$ cat src/rtl/skf_pkg.sv
// ----------------------------------------------------------------------------
// skf_pkg - shared constants for the scalar Kalman filter unit
// Field widths, register indexes and reset values of the configuration.
// ----------------------------------------------------------------------------
`timescale 1ns / 1ps
`default_nettype none

package skf_pkg;

  localparam int MEAS_W      = 18;  // Q10.8 distance
  localparam int GAIN_W      = 16;  // Q0.16 gain
  localparam int VAR_W       = 32;  // Q16.16 variance
  localparam int NOISE_W     = 24;  // Q8.16 noise terms
  localparam int CFG_INDEX_W = 1;
  localparam int DEN_W       = VAR_W + 1;
  localparam int DIV_STEPS   = GAIN_W;

  localparam logic [CFG_INDEX_W-1:0] REG_PROCESS_NOISE     = 1'd0;
  localparam logic [CFG_INDEX_W-1:0] REG_MEASUREMENT_NOISE = 1'd1;

  localparam logic [NOISE_W-1:0] PROCESS_NOISE_RESET     = 24'd655;
  localparam logic [NOISE_W-1:0] MEASUREMENT_NOISE_RESET = 24'd196608;

  localparam logic [GAIN_W-1:0] GAIN_MAX = '1;
  localparam logic [VAR_W-1:0]  VAR_MAX  = '1;
  localparam logic [MEAS_W-1:0] EST_MAX  = '1;

endpackage

`default_nettype wire

$ cat src/rtl/skf_in_if.sv
// ----------------------------------------------------------------------------
// skf_in_if - measurement channel
// Valid/ready channel carrying one distance sample and its invalid flag.
// ----------------------------------------------------------------------------
`timescale 1ns / 1ps
`default_nettype none

interface skf_in_if;
  logic                       valid;
  logic                       ready;
  logic [skf_pkg::MEAS_W-1:0] measurement;
  logic                       invalid;

  modport source (output valid, output measurement, output invalid, input ready);
  modport sink   (input valid, input measurement, input invalid, output ready);
endinterface

`default_nettype wire

$ cat src/rtl/skf_out_if.sv
// ----------------------------------------------------------------------------
// skf_out_if - estimate channel
// Valid/ready channel carrying the filtered distance and the gain used.
// ----------------------------------------------------------------------------
`timescale 1ns / 1ps
`default_nettype none

interface skf_out_if;
  logic                       valid;
  logic                       ready;
  logic [skf_pkg::MEAS_W-1:0] estimate;
  logic [skf_pkg::GAIN_W-1:0] gain;

  modport source (output valid, output estimate, output gain, input ready);
  modport sink   (input valid, input estimate, input gain, output ready);
endinterface

`default_nettype wire

$ cat src/rtl/scalar_kalman_filter_unit.sv
// ----------------------------------------------------------------------------
// scalar_kalman_filter_unit - one-dimensional Kalman filter for distances
// Sequenced datapath: one divider and one shared multiplier.
// ----------------------------------------------------------------------------
// Usage:
//   in_ch carries a Q10.8 distance sample and an invalid flag; out_ch returns
//   one result per sample: the Q10.8 estimate and the Q0.16 gain applied.
//   cfg_wr_en/cfg_index/cfg_data write the process noise (index 0) and the
//   measurement noise (index 1); write them only while the unit is idle.
//   in_ch.ready is high only when the sequencer is idle, one sample at a time.
//   A valid sample runs from transfer to result through prediction, gain
//   setup, 16 steps of the restoring divider (one quotient bit per cycle),
//   then two passes through the shared multiplier for estimate and variance.
//   With zero measurement noise the divider is skipped. An invalid sample
//   only grows the variance and then finishes.
//   The result sits in an output register; the next sample is taken while it
//   waits, and that sample holds in its final step until out_ch.ready frees
//   the register. Synchronous reset clears estimate, variance and gain and
//   restores the default noise values.
// ----------------------------------------------------------------------------
`timescale 1ns / 1ps
`default_nettype none

module scalar_kalman_filter_unit (
  input  wire logic                              clk,
  input  wire logic                              rst,
  input  wire logic                              cfg_wr_en,
  input  wire logic [skf_pkg::CFG_INDEX_W-1:0]   cfg_index,
  input  wire logic [skf_pkg::NOISE_W-1:0]       cfg_data,
  skf_in_if.sink                                 in_ch,
  skf_out_if.source                              out_ch
);

  typedef enum logic [8:0] {
    ST_IDLE   = 9'b000000001,
    ST_PRED   = 9'b000000010,
    ST_START  = 9'b000000100,
    ST_DIVIDE = 9'b000001000,
    ST_MULX   = 9'b000010000,
    ST_UPDX   = 9'b000100000,
    ST_MULP   = 9'b001000000,
    ST_UPDP   = 9'b010000000,
    ST_FINISH = 9'b100000000
  } state_t;

  state_t                           state;
  logic [skf_pkg::NOISE_W-1:0]      q_noise;
  logic [skf_pkg::NOISE_W-1:0]      r_noise;
  logic [skf_pkg::MEAS_W-1:0]       x_est;
  logic [skf_pkg::VAR_W-1:0]        p_var;
  logic [skf_pkg::GAIN_W-1:0]       k_gain;
  logic [skf_pkg::GAIN_W-1:0]       k_new;
  logic [skf_pkg::MEAS_W-1:0]       meas;
  logic                             inv;
  logic signed [50:0]               prod;
  logic                             out_valid;
  logic [skf_pkg::MEAS_W-1:0]       out_est;
  logic [skf_pkg::GAIN_W-1:0]       out_gain;

  logic [skf_pkg::VAR_W:0]          p_sum;
  logic [skf_pkg::DEN_W-1:0]        denom;
  logic                             div_start;
  logic                             div_done;
  logic [skf_pkg::GAIN_W-1:0]       div_quo;
  logic signed [skf_pkg::MEAS_W:0]  diff;
  logic signed [17:0]               mul_a;
  logic signed [32:0]               mul_b;
  logic signed [19:0]               delta;
  logic signed [20:0]               x_sum;
  logic [skf_pkg::MEAS_W-1:0]       x_next;

  assign in_ch.ready     = (state == ST_IDLE);
  assign out_ch.valid    = out_valid;
  assign out_ch.estimate = out_est;
  assign out_ch.gain     = out_gain;

  always_comb begin
    p_sum     = {1'b0, p_var} + {{(skf_pkg::VAR_W + 1 - skf_pkg::NOISE_W){1'b0}}, q_noise};
    denom     = {1'b0, p_var} + {{(skf_pkg::DEN_W - skf_pkg::NOISE_W){1'b0}}, r_noise};
    div_start = (state == ST_START) && (r_noise != '0);
    diff      = $signed({1'b0, meas}) - $signed({1'b0, x_est});
    // Shared multiplier: gain times error, then (1 - gain) times variance
    if (state == ST_MULP) begin
      mul_a = 18'sd65536 - $signed({2'b00, k_new});
      mul_b = $signed({1'b0, p_var});
    end else begin
      mul_a = $signed({2'b00, k_new});
      mul_b = 33'(diff);
    end
    // Floor of the product over 2^16; the error magnitude bounds it to 20 bits
    delta = prod[35:16];
    x_sum = $signed({3'b000, x_est}) + 21'(delta);
    if (x_sum[20]) begin
      x_next = '0;
    end else if (x_sum[19:18] != 2'b00) begin
      x_next = skf_pkg::EST_MAX;
    end else begin
      x_next = x_sum[17:0];
    end
  end

  skf_div u_div (
    .clk      (clk),
    .rst      (rst),
    .start    (div_start),
    .dividend (p_var),
    .divisor  (denom),
    .done     (div_done),
    .quotient (div_quo)
  );

  always_ff @(posedge clk) begin
    if (rst) begin
      q_noise <= skf_pkg::PROCESS_NOISE_RESET;
      r_noise <= skf_pkg::MEASUREMENT_NOISE_RESET;
    end else if (cfg_wr_en) begin
      case (cfg_index)
        skf_pkg::REG_PROCESS_NOISE:     q_noise <= cfg_data;
        skf_pkg::REG_MEASUREMENT_NOISE: r_noise <= cfg_data;
        default: ;
      endcase
    end
  end

  always_ff @(posedge clk) begin
    if (rst) begin
      state     <= ST_IDLE;
      x_est     <= '0;
      p_var     <= '0;
      k_gain    <= '0;
      out_valid <= 1'b0;
    end else begin
      // The finish step reloads the register itself
      if (out_valid && out_ch.ready && (state != ST_FINISH)) begin
        out_valid <= 1'b0;
      end
      case (state)
        ST_IDLE: begin
          if (in_ch.valid) begin
            meas  <= in_ch.measurement;
            inv   <= in_ch.invalid;
            state <= ST_PRED;
          end
        end
        ST_PRED: begin
          // Saturate the predicted variance
          p_var <= p_sum[skf_pkg::VAR_W] ? skf_pkg::VAR_MAX : p_sum[skf_pkg::VAR_W-1:0];
          state <= inv ? ST_FINISH : ST_START;
        end
        ST_START: begin
          if (r_noise == '0) begin
            // Gain of one saturates; zero denominator gives zero gain
            k_new <= (p_var != '0) ? skf_pkg::GAIN_MAX : '0;
            state <= ST_MULX;
          end else begin
            state <= ST_DIVIDE;
          end
        end
        ST_DIVIDE: begin
          if (div_done) begin
            k_new <= div_quo;
            state <= ST_MULX;
          end
        end
        ST_MULX: begin
          prod  <= mul_a * mul_b;
          state <= ST_UPDX;
        end
        ST_UPDX: begin
          x_est <= x_next;
          state <= ST_MULP;
        end
        ST_MULP: begin
          prod  <= mul_a * mul_b;
          state <= ST_UPDP;
        end
        ST_UPDP: begin
          p_var  <= prod[47:16];
          k_gain <= k_new;
          state  <= ST_FINISH;
        end
        ST_FINISH: begin
          // Hold until the output register is free
          if (!out_valid || out_ch.ready) begin
            out_valid <= 1'b1;
            out_est   <= x_est;
            out_gain  <= k_gain;
            state     <= ST_IDLE;
          end
        end
        default: begin
          state <= ST_IDLE;
        end
      endcase
    end
  end

endmodule

`default_nettype wire

$ cat src/rtl/skf_div.sv
// ----------------------------------------------------------------------------
// skf_div - iterative restoring divider for the Kalman gain
// Produces floor(dividend * 2^16 / divisor), one quotient bit per cycle.
// The dividend must be below the divisor so the quotient fits in 16 bits.
// ----------------------------------------------------------------------------
`timescale 1ns / 1ps
`default_nettype none

module skf_div (
  input  wire logic                        clk,
  input  wire logic                        rst,
  input  wire logic                        start,
  input  wire logic [skf_pkg::VAR_W-1:0]   dividend,
  input  wire logic [skf_pkg::DEN_W-1:0]   divisor,
  output logic                             done,
  output logic      [skf_pkg::GAIN_W-1:0]  quotient
);

  localparam int CNT_W = $clog2(skf_pkg::DIV_STEPS);
  localparam logic [CNT_W-1:0] CNT_LAST = CNT_W'(skf_pkg::DIV_STEPS - 1);

  logic                          busy;
  logic [CNT_W-1:0]              cnt;
  logic [skf_pkg::DEN_W-1:0]     rem;
  logic [skf_pkg::DEN_W-1:0]     divr;
  logic [skf_pkg::DEN_W:0]       shifted;
  logic                          ge;
  logic [skf_pkg::DEN_W-1:0]     rem_next;

  always_comb begin
    shifted  = {rem, 1'b0};
    ge       = shifted >= {1'b0, divr};
    rem_next = ge ? skf_pkg::DEN_W'(shifted - {1'b0, divr})
                  : shifted[skf_pkg::DEN_W-1:0];
  end

  always_ff @(posedge clk) begin
    if (rst) begin
      busy <= 1'b0;
      done <= 1'b0;
      cnt  <= '0;
    end else begin
      done <= 1'b0;
      if (start) begin
        busy <= 1'b1;
        cnt  <= '0;
      end else if (busy) begin
        cnt <= cnt + 1'b1;
        if (cnt == CNT_LAST) begin
          busy <= 1'b0;
          done <= 1'b1;
        end
      end
    end
  end

  always_ff @(posedge clk) begin
    if (start) begin
      rem      <= {1'b0, dividend};
      divr     <= divisor;
      quotient <= '0;
    end else if (busy) begin
      rem      <= rem_next;
      quotient <= {quotient[skf_pkg::GAIN_W-2:0], ge};
    end
  end

endmodule

`default_nettype wire

$ cat src/flat_wrapper.sv
// flat-port wrapper written by rule: the top's interface ports become plain ports
module scalar_kalman_filter_unit_flat 
  (clk, rst, cfg_wr_en, cfg_index, cfg_data, in_ch_valid, in_ch_measurement, in_ch_invalid, in_ch_ready, out_ch_valid, out_ch_estimate, out_ch_gain, out_ch_ready);
  skf_in_if in_ch_i ();
  skf_out_if out_ch_i ();
  input  wire logic clk;
  input  wire logic rst;
  input  wire logic cfg_wr_en;
  input  wire logic [skf_pkg::CFG_INDEX_W-1:0] cfg_index;
  input  wire logic [skf_pkg::NOISE_W-1:0] cfg_data;
  input wire logic [$bits(in_ch_i.valid)-1:0] in_ch_valid;
  input wire logic [$bits(in_ch_i.measurement)-1:0] in_ch_measurement;
  input wire logic [$bits(in_ch_i.invalid)-1:0] in_ch_invalid;
  output wire logic [$bits(in_ch_i.ready)-1:0] in_ch_ready;
  output wire logic [$bits(out_ch_i.valid)-1:0] out_ch_valid;
  output wire logic [$bits(out_ch_i.estimate)-1:0] out_ch_estimate;
  output wire logic [$bits(out_ch_i.gain)-1:0] out_ch_gain;
  input wire logic [$bits(out_ch_i.ready)-1:0] out_ch_ready;
  assign in_ch_i.valid = in_ch_valid;
  assign in_ch_i.measurement = in_ch_measurement;
  assign in_ch_i.invalid = in_ch_invalid;
  assign in_ch_ready = in_ch_i.ready;
  assign out_ch_valid = out_ch_i.valid;
  assign out_ch_estimate = out_ch_i.estimate;
  assign out_ch_gain = out_ch_i.gain;
  assign out_ch_i.ready = out_ch_ready;
  scalar_kalman_filter_unit u_core (.clk(clk), .rst(rst), .cfg_wr_en(cfg_wr_en), .cfg_index(cfg_index), .cfg_data(cfg_data), .in_ch(in_ch_i), .out_ch(out_ch_i));
endmodule
$ cat config.mk
export PLATFORM = sky130hd
export DESIGN_NAME = scalar_kalman_filter_unit_flat
export DESIGN_NICKNAME = d
export VERILOG_FILES = /design/src/rtl/skf_pkg.sv /design/src/rtl/skf_in_if.sv /design/src/rtl/skf_out_if.sv /design/src/rtl/scalar_kalman_filter_unit.sv /design/src/rtl/skf_div.sv /design/src/flat_wrapper.sv
export SDC_FILE = /design/constraint.sdc
export NUM_CORES = 2
export LEC_CHECK = 0
export BUFFER_PORTS_ARGS = -buffer_cell sky130_fd_sc_hd__buf_2
export CORE_MARGIN = 3
export CORE_UTILIZATION = 55
export CTS_CLUSTER_SIZE = 20
export DETAILED_ROUTE_END_ITERATION = 8
export PLACE_DENSITY = 0.73
export SLEW_MARGIN = 5
export SYNTH_ARGS = -nofsm -noshare
export SYNTH_HDL_FRONTEND = slang
export SYNTH_SLANG_ARGS = --single-unit
export TNS_END_PERCENT = 100
$ cat constraint.sdc
create_clock -name clk -period 12.6 [get_ports clk]
set_clock_uncertainty 0.1 [all_clocks]
set_input_delay 1.26 -clock clk [delete_from_list [all_inputs] [get_ports clk]]
set_output_delay 1.26 -clock clk [all_outputs]
set_load 0.02 [all_outputs]
==> results.md <==
- Status: finished clean
- Avg Cell Area, Syn: 8.93 um2
- I/O pin cnt: 85
- Post-synth EDFFs: 166
- Slew Limit Fails: 0
- Antenna violation net count after detailed routing: 0
- # H-tree levels: 1
- Synthesized flop and latch total: 313
- Hold Fails Final Rpt: 0
- Main flop type after synthesis: edfxtp_1
- CP required: 12.83 ns
- Worst vdd ir: 350 uV
- Worst-Margin Slew: 1.24 ns
- Post-CTS sizing: 0
- Metal2 WL: 45200 um
- Synth area leaders: fa_1 29%, edfxtp_1 14%, dfxtp_1 8.2%
- Async S/R FF share, synth: 0%
- Initial antenna violation count: 1
- Syn Inst Count: 4007
- Synthesis Warnings: 0
- Largest net degree at the start of global routing: 65
- Placed inst area: 0.0372 mm2
- First-pass GRT wire length: 159000 um
- Met3 WL: 10900 um
- DRC violations left: 0
- CP Capture Type: flip-flop
- Die Ht: 261 um
- Number of buffers added on ports: 84
- GR Util All Layers: 30.2%
- CP arrival: 10.06 ns
- Fillers: 5471
- CP peak stage delay: 0.69 ns
- Share of power burned in registers: 17.4%
- Crit path top cell by count: fa_1
- Nets: 4803
- Crit share post-route: 78.0%
- Clk root buf: clkbuf_16
- CP delay by family, top: adder cells
- Pwr dens: 209 mW/mm2
- Layout cells sized above 1: 6.92%
- Vias/cell: 5.82
- Die area: 0.0681 mm2
- Area leader, netlist: fa_1
- Synthesized cell area: 0.0358 mm2
- Gate power share: 70.4%
- DR vias: 28.4k
- Endpoints failing setup: 0
- Area share of the largest cell type after synthesis: 29.0%
- Core area: 0.0637 mm2
- DP HPWL: 78600 um
- Met1 Wirelength: 41800 um
- Sw Pwr: 3.82 mW
- Slowest cell on the critical path: a21oi_1
- Pleak: 17.9 nW
- Max-cap viol count: 0
- Critical path class: flip-flop to flip-flop
- Library cells used by synthesis: 94
- CTS Buf Count: 29
- Max frequency: 102 MHz
- Startpoint Class: flip-flop
- Clk Latency, worst-skew pair: 0.59 ns
- Starting density of the core: 56.2%
- Part of the Yosys area used for sequential elements: 22.2%
- Row Count: 92
- Clock sinks: 313
- CTS tree: yes
- Worst-path maximum fanout: 44
- Cell-internal power: 4.17 mW
- Clock network fraction of design power: 12.2%
- Pre-antenna DRT Iters: 6
- Setup bufs post-CTS: 0
- Hold buffers post-CTS: 0
- Normalized max-slew margin: 16.7%
- Initial detailed-routing violation count: 3127
- Clock slew at the register clock pins of the worst setup and hold paths: 0.07 ns
- Syn Nets: 4804
- Switching part of the total: 47.8%
- Vias in the first global route: 28.4k
- Critical path buffers and inverters: 6
- Design area: 0.0383 mm2
- Routed WL: 102000 um
- Setup TNS: 0 ns
- Clock buffer depth: 3
- Routed len/inst: 20.9 um
- Highest Signal Layer: met4
- Global route overflow: 0
- Chip width: 261 um
- RSZ-0062 raised after global routing: false
- Hold Path Class: flip-flop to flip-flop
- Area Growth Syn to Fin: 6.98%
- Tmin final: 9.83 ns
- Global placer's final weighted congestion: 0.965
## through the flow
stage | setup WS, ns | total power, mW | utilization, % | hold slack, ns | cells
finish | 2.77 | 8.00 | 60.1 | 0.327 | 4877
global route | 2.23 | 8.66 | 60.1 | 0.345 | 4875
CTS | 2.78 | 7.88 | 60.1 | 0.328 | 4875
detailed placement | 2.78 | 6.89 | 58.5 | 0.316 | 4821
global placement | 2.85 | 6.81 | 58.5 | 0.314 | 4821
floorplan | 3.60 | 5.37 | - | 0.308 | 4007
## cells by family (layout without fill, tap and decap cells)
group           after synthesis  count (layout)  synth area share, %
flops                       313             313                 22.2
mux                          24              24                0.675
compound gates              613             613                 11.3
simple gates               1317            1317                 16.0
fa+ha+maj                   748             748                 37.1
xor+xnor                    162             162                 3.97
buf+inv                     830             852                 8.79
other cells                   0               2                    0
## cells in the mapped netlist (17+ instances only)
library cell / count
nor2b_1: 31
nand2_1: 612
fa_1: 519
nand3b_1: 18
a31o_2: 21
or3_1: 17
inv_1: 666
dfxtp_1: 147
nand2b_1: 30
edfxtp_1: 166
o21ai_0: 113
o21a_1: 32
mux2i_1: 23
nand3_1: 36
nor4_1: 22
and2_1: 47
xor2_1: 64
a211oi_1: 21
nor3_1: 68
nor2_1: 369
nand4_1: 20
a21o_1: 67
buf_2: 21
xnor2_1: 98
a21oi_1: 207
o21bai_1: 20
clkbuf_1: 127
ha_1: 229
## flip-flops by register name, indices dropped and copies added, names as in the netlist, 24 cells and up
name,count
u_core.u_div.divr,33
u_core.p_var,32
u_core.q_noise,24
u_core.u_div.rem,33
u_core.r_noise,24
u_core.prod,32
## metal layers
metal	up-vias	GRT usage (%)
met1	13900	42.3
met4	0	10.6
met5	-	0
li1	12800	-
met2	1466	47.6
met3	238	5.57
## worst paths after layout
| kind | startpoint | to | slack (ns) | cells after the start |
|---|---|---|---|---|
| max | u_core.meas[0] | u_core.prod[40] | 2.77 | 36 |
| min | u_core.k_gain[0] | u_core.out_ch.gain[0] | 0.33 | 0 |
| max reg2reg | u_core.meas[0] | u_core.prod[40] | 2.77 | 36 |
| min reg2reg | u_core.k_gain[0] | u_core.out_ch.gain[0] | 0.33 | 0 |
## power by group through the flow
stage / registers (mW) / logic (mW) / clock network [mW]
floorplan: 1.40 / 3.97 / 0
global route: 1.39 / 6.25 / 1.01
detailed placement: 1.41 / 5.48 / 0
global placement: 1.42 / 5.40 / 0
CTS: 1.39 / 5.51 / 0.983
finish: 1.39 / 5.63 / 0.972
## layout by cell type (no fill, tap or decap), drive strengths merged, types with 7 or more instances in the layout
cell     synthesis  layout
buf             37     132
mux2i           23      23
fa             519     519
and3            15      15
o21a            33      33
nand2          612     612
ha             229     229
and2            48      48
nor3            70      70
a21o            67      67
nor2           371     371
nand2b          30      30
nor4b            7       7
nor4            23      23
o211ai           8       8
nor2b           31      31
xor2            64      64
edfxtp         166     166
o21bai          20      20
or3             17      17
o21ai          133     133
nand3b          18      18
a21oi          211     211
or2              9       9
clkinv           0      11
a211oi          23      23
a2111oi         10      10
nand3           36      36
a21boi          11      11
a31oi           17      17
nand4           20      20
clkbuf         127      34
dfxtp          147     147
inv            666     668
a31o            21      21
xnor2           98      98
## final cells by class
type,instances,area [um2],area share (%)
diodes,2,5.00,0.0131
flip-flops and latches,313,7930,20.7
multi-input cells,2864,24900,65.2
well taps,846,1060,2.77
repair buffers,132,783,2.05
inverters,666,2500,6.53
clock inverters,20,263,0.687
clock buffers,34,787,2.06
No activity file was read; power rests on OpenSTA's default activity.
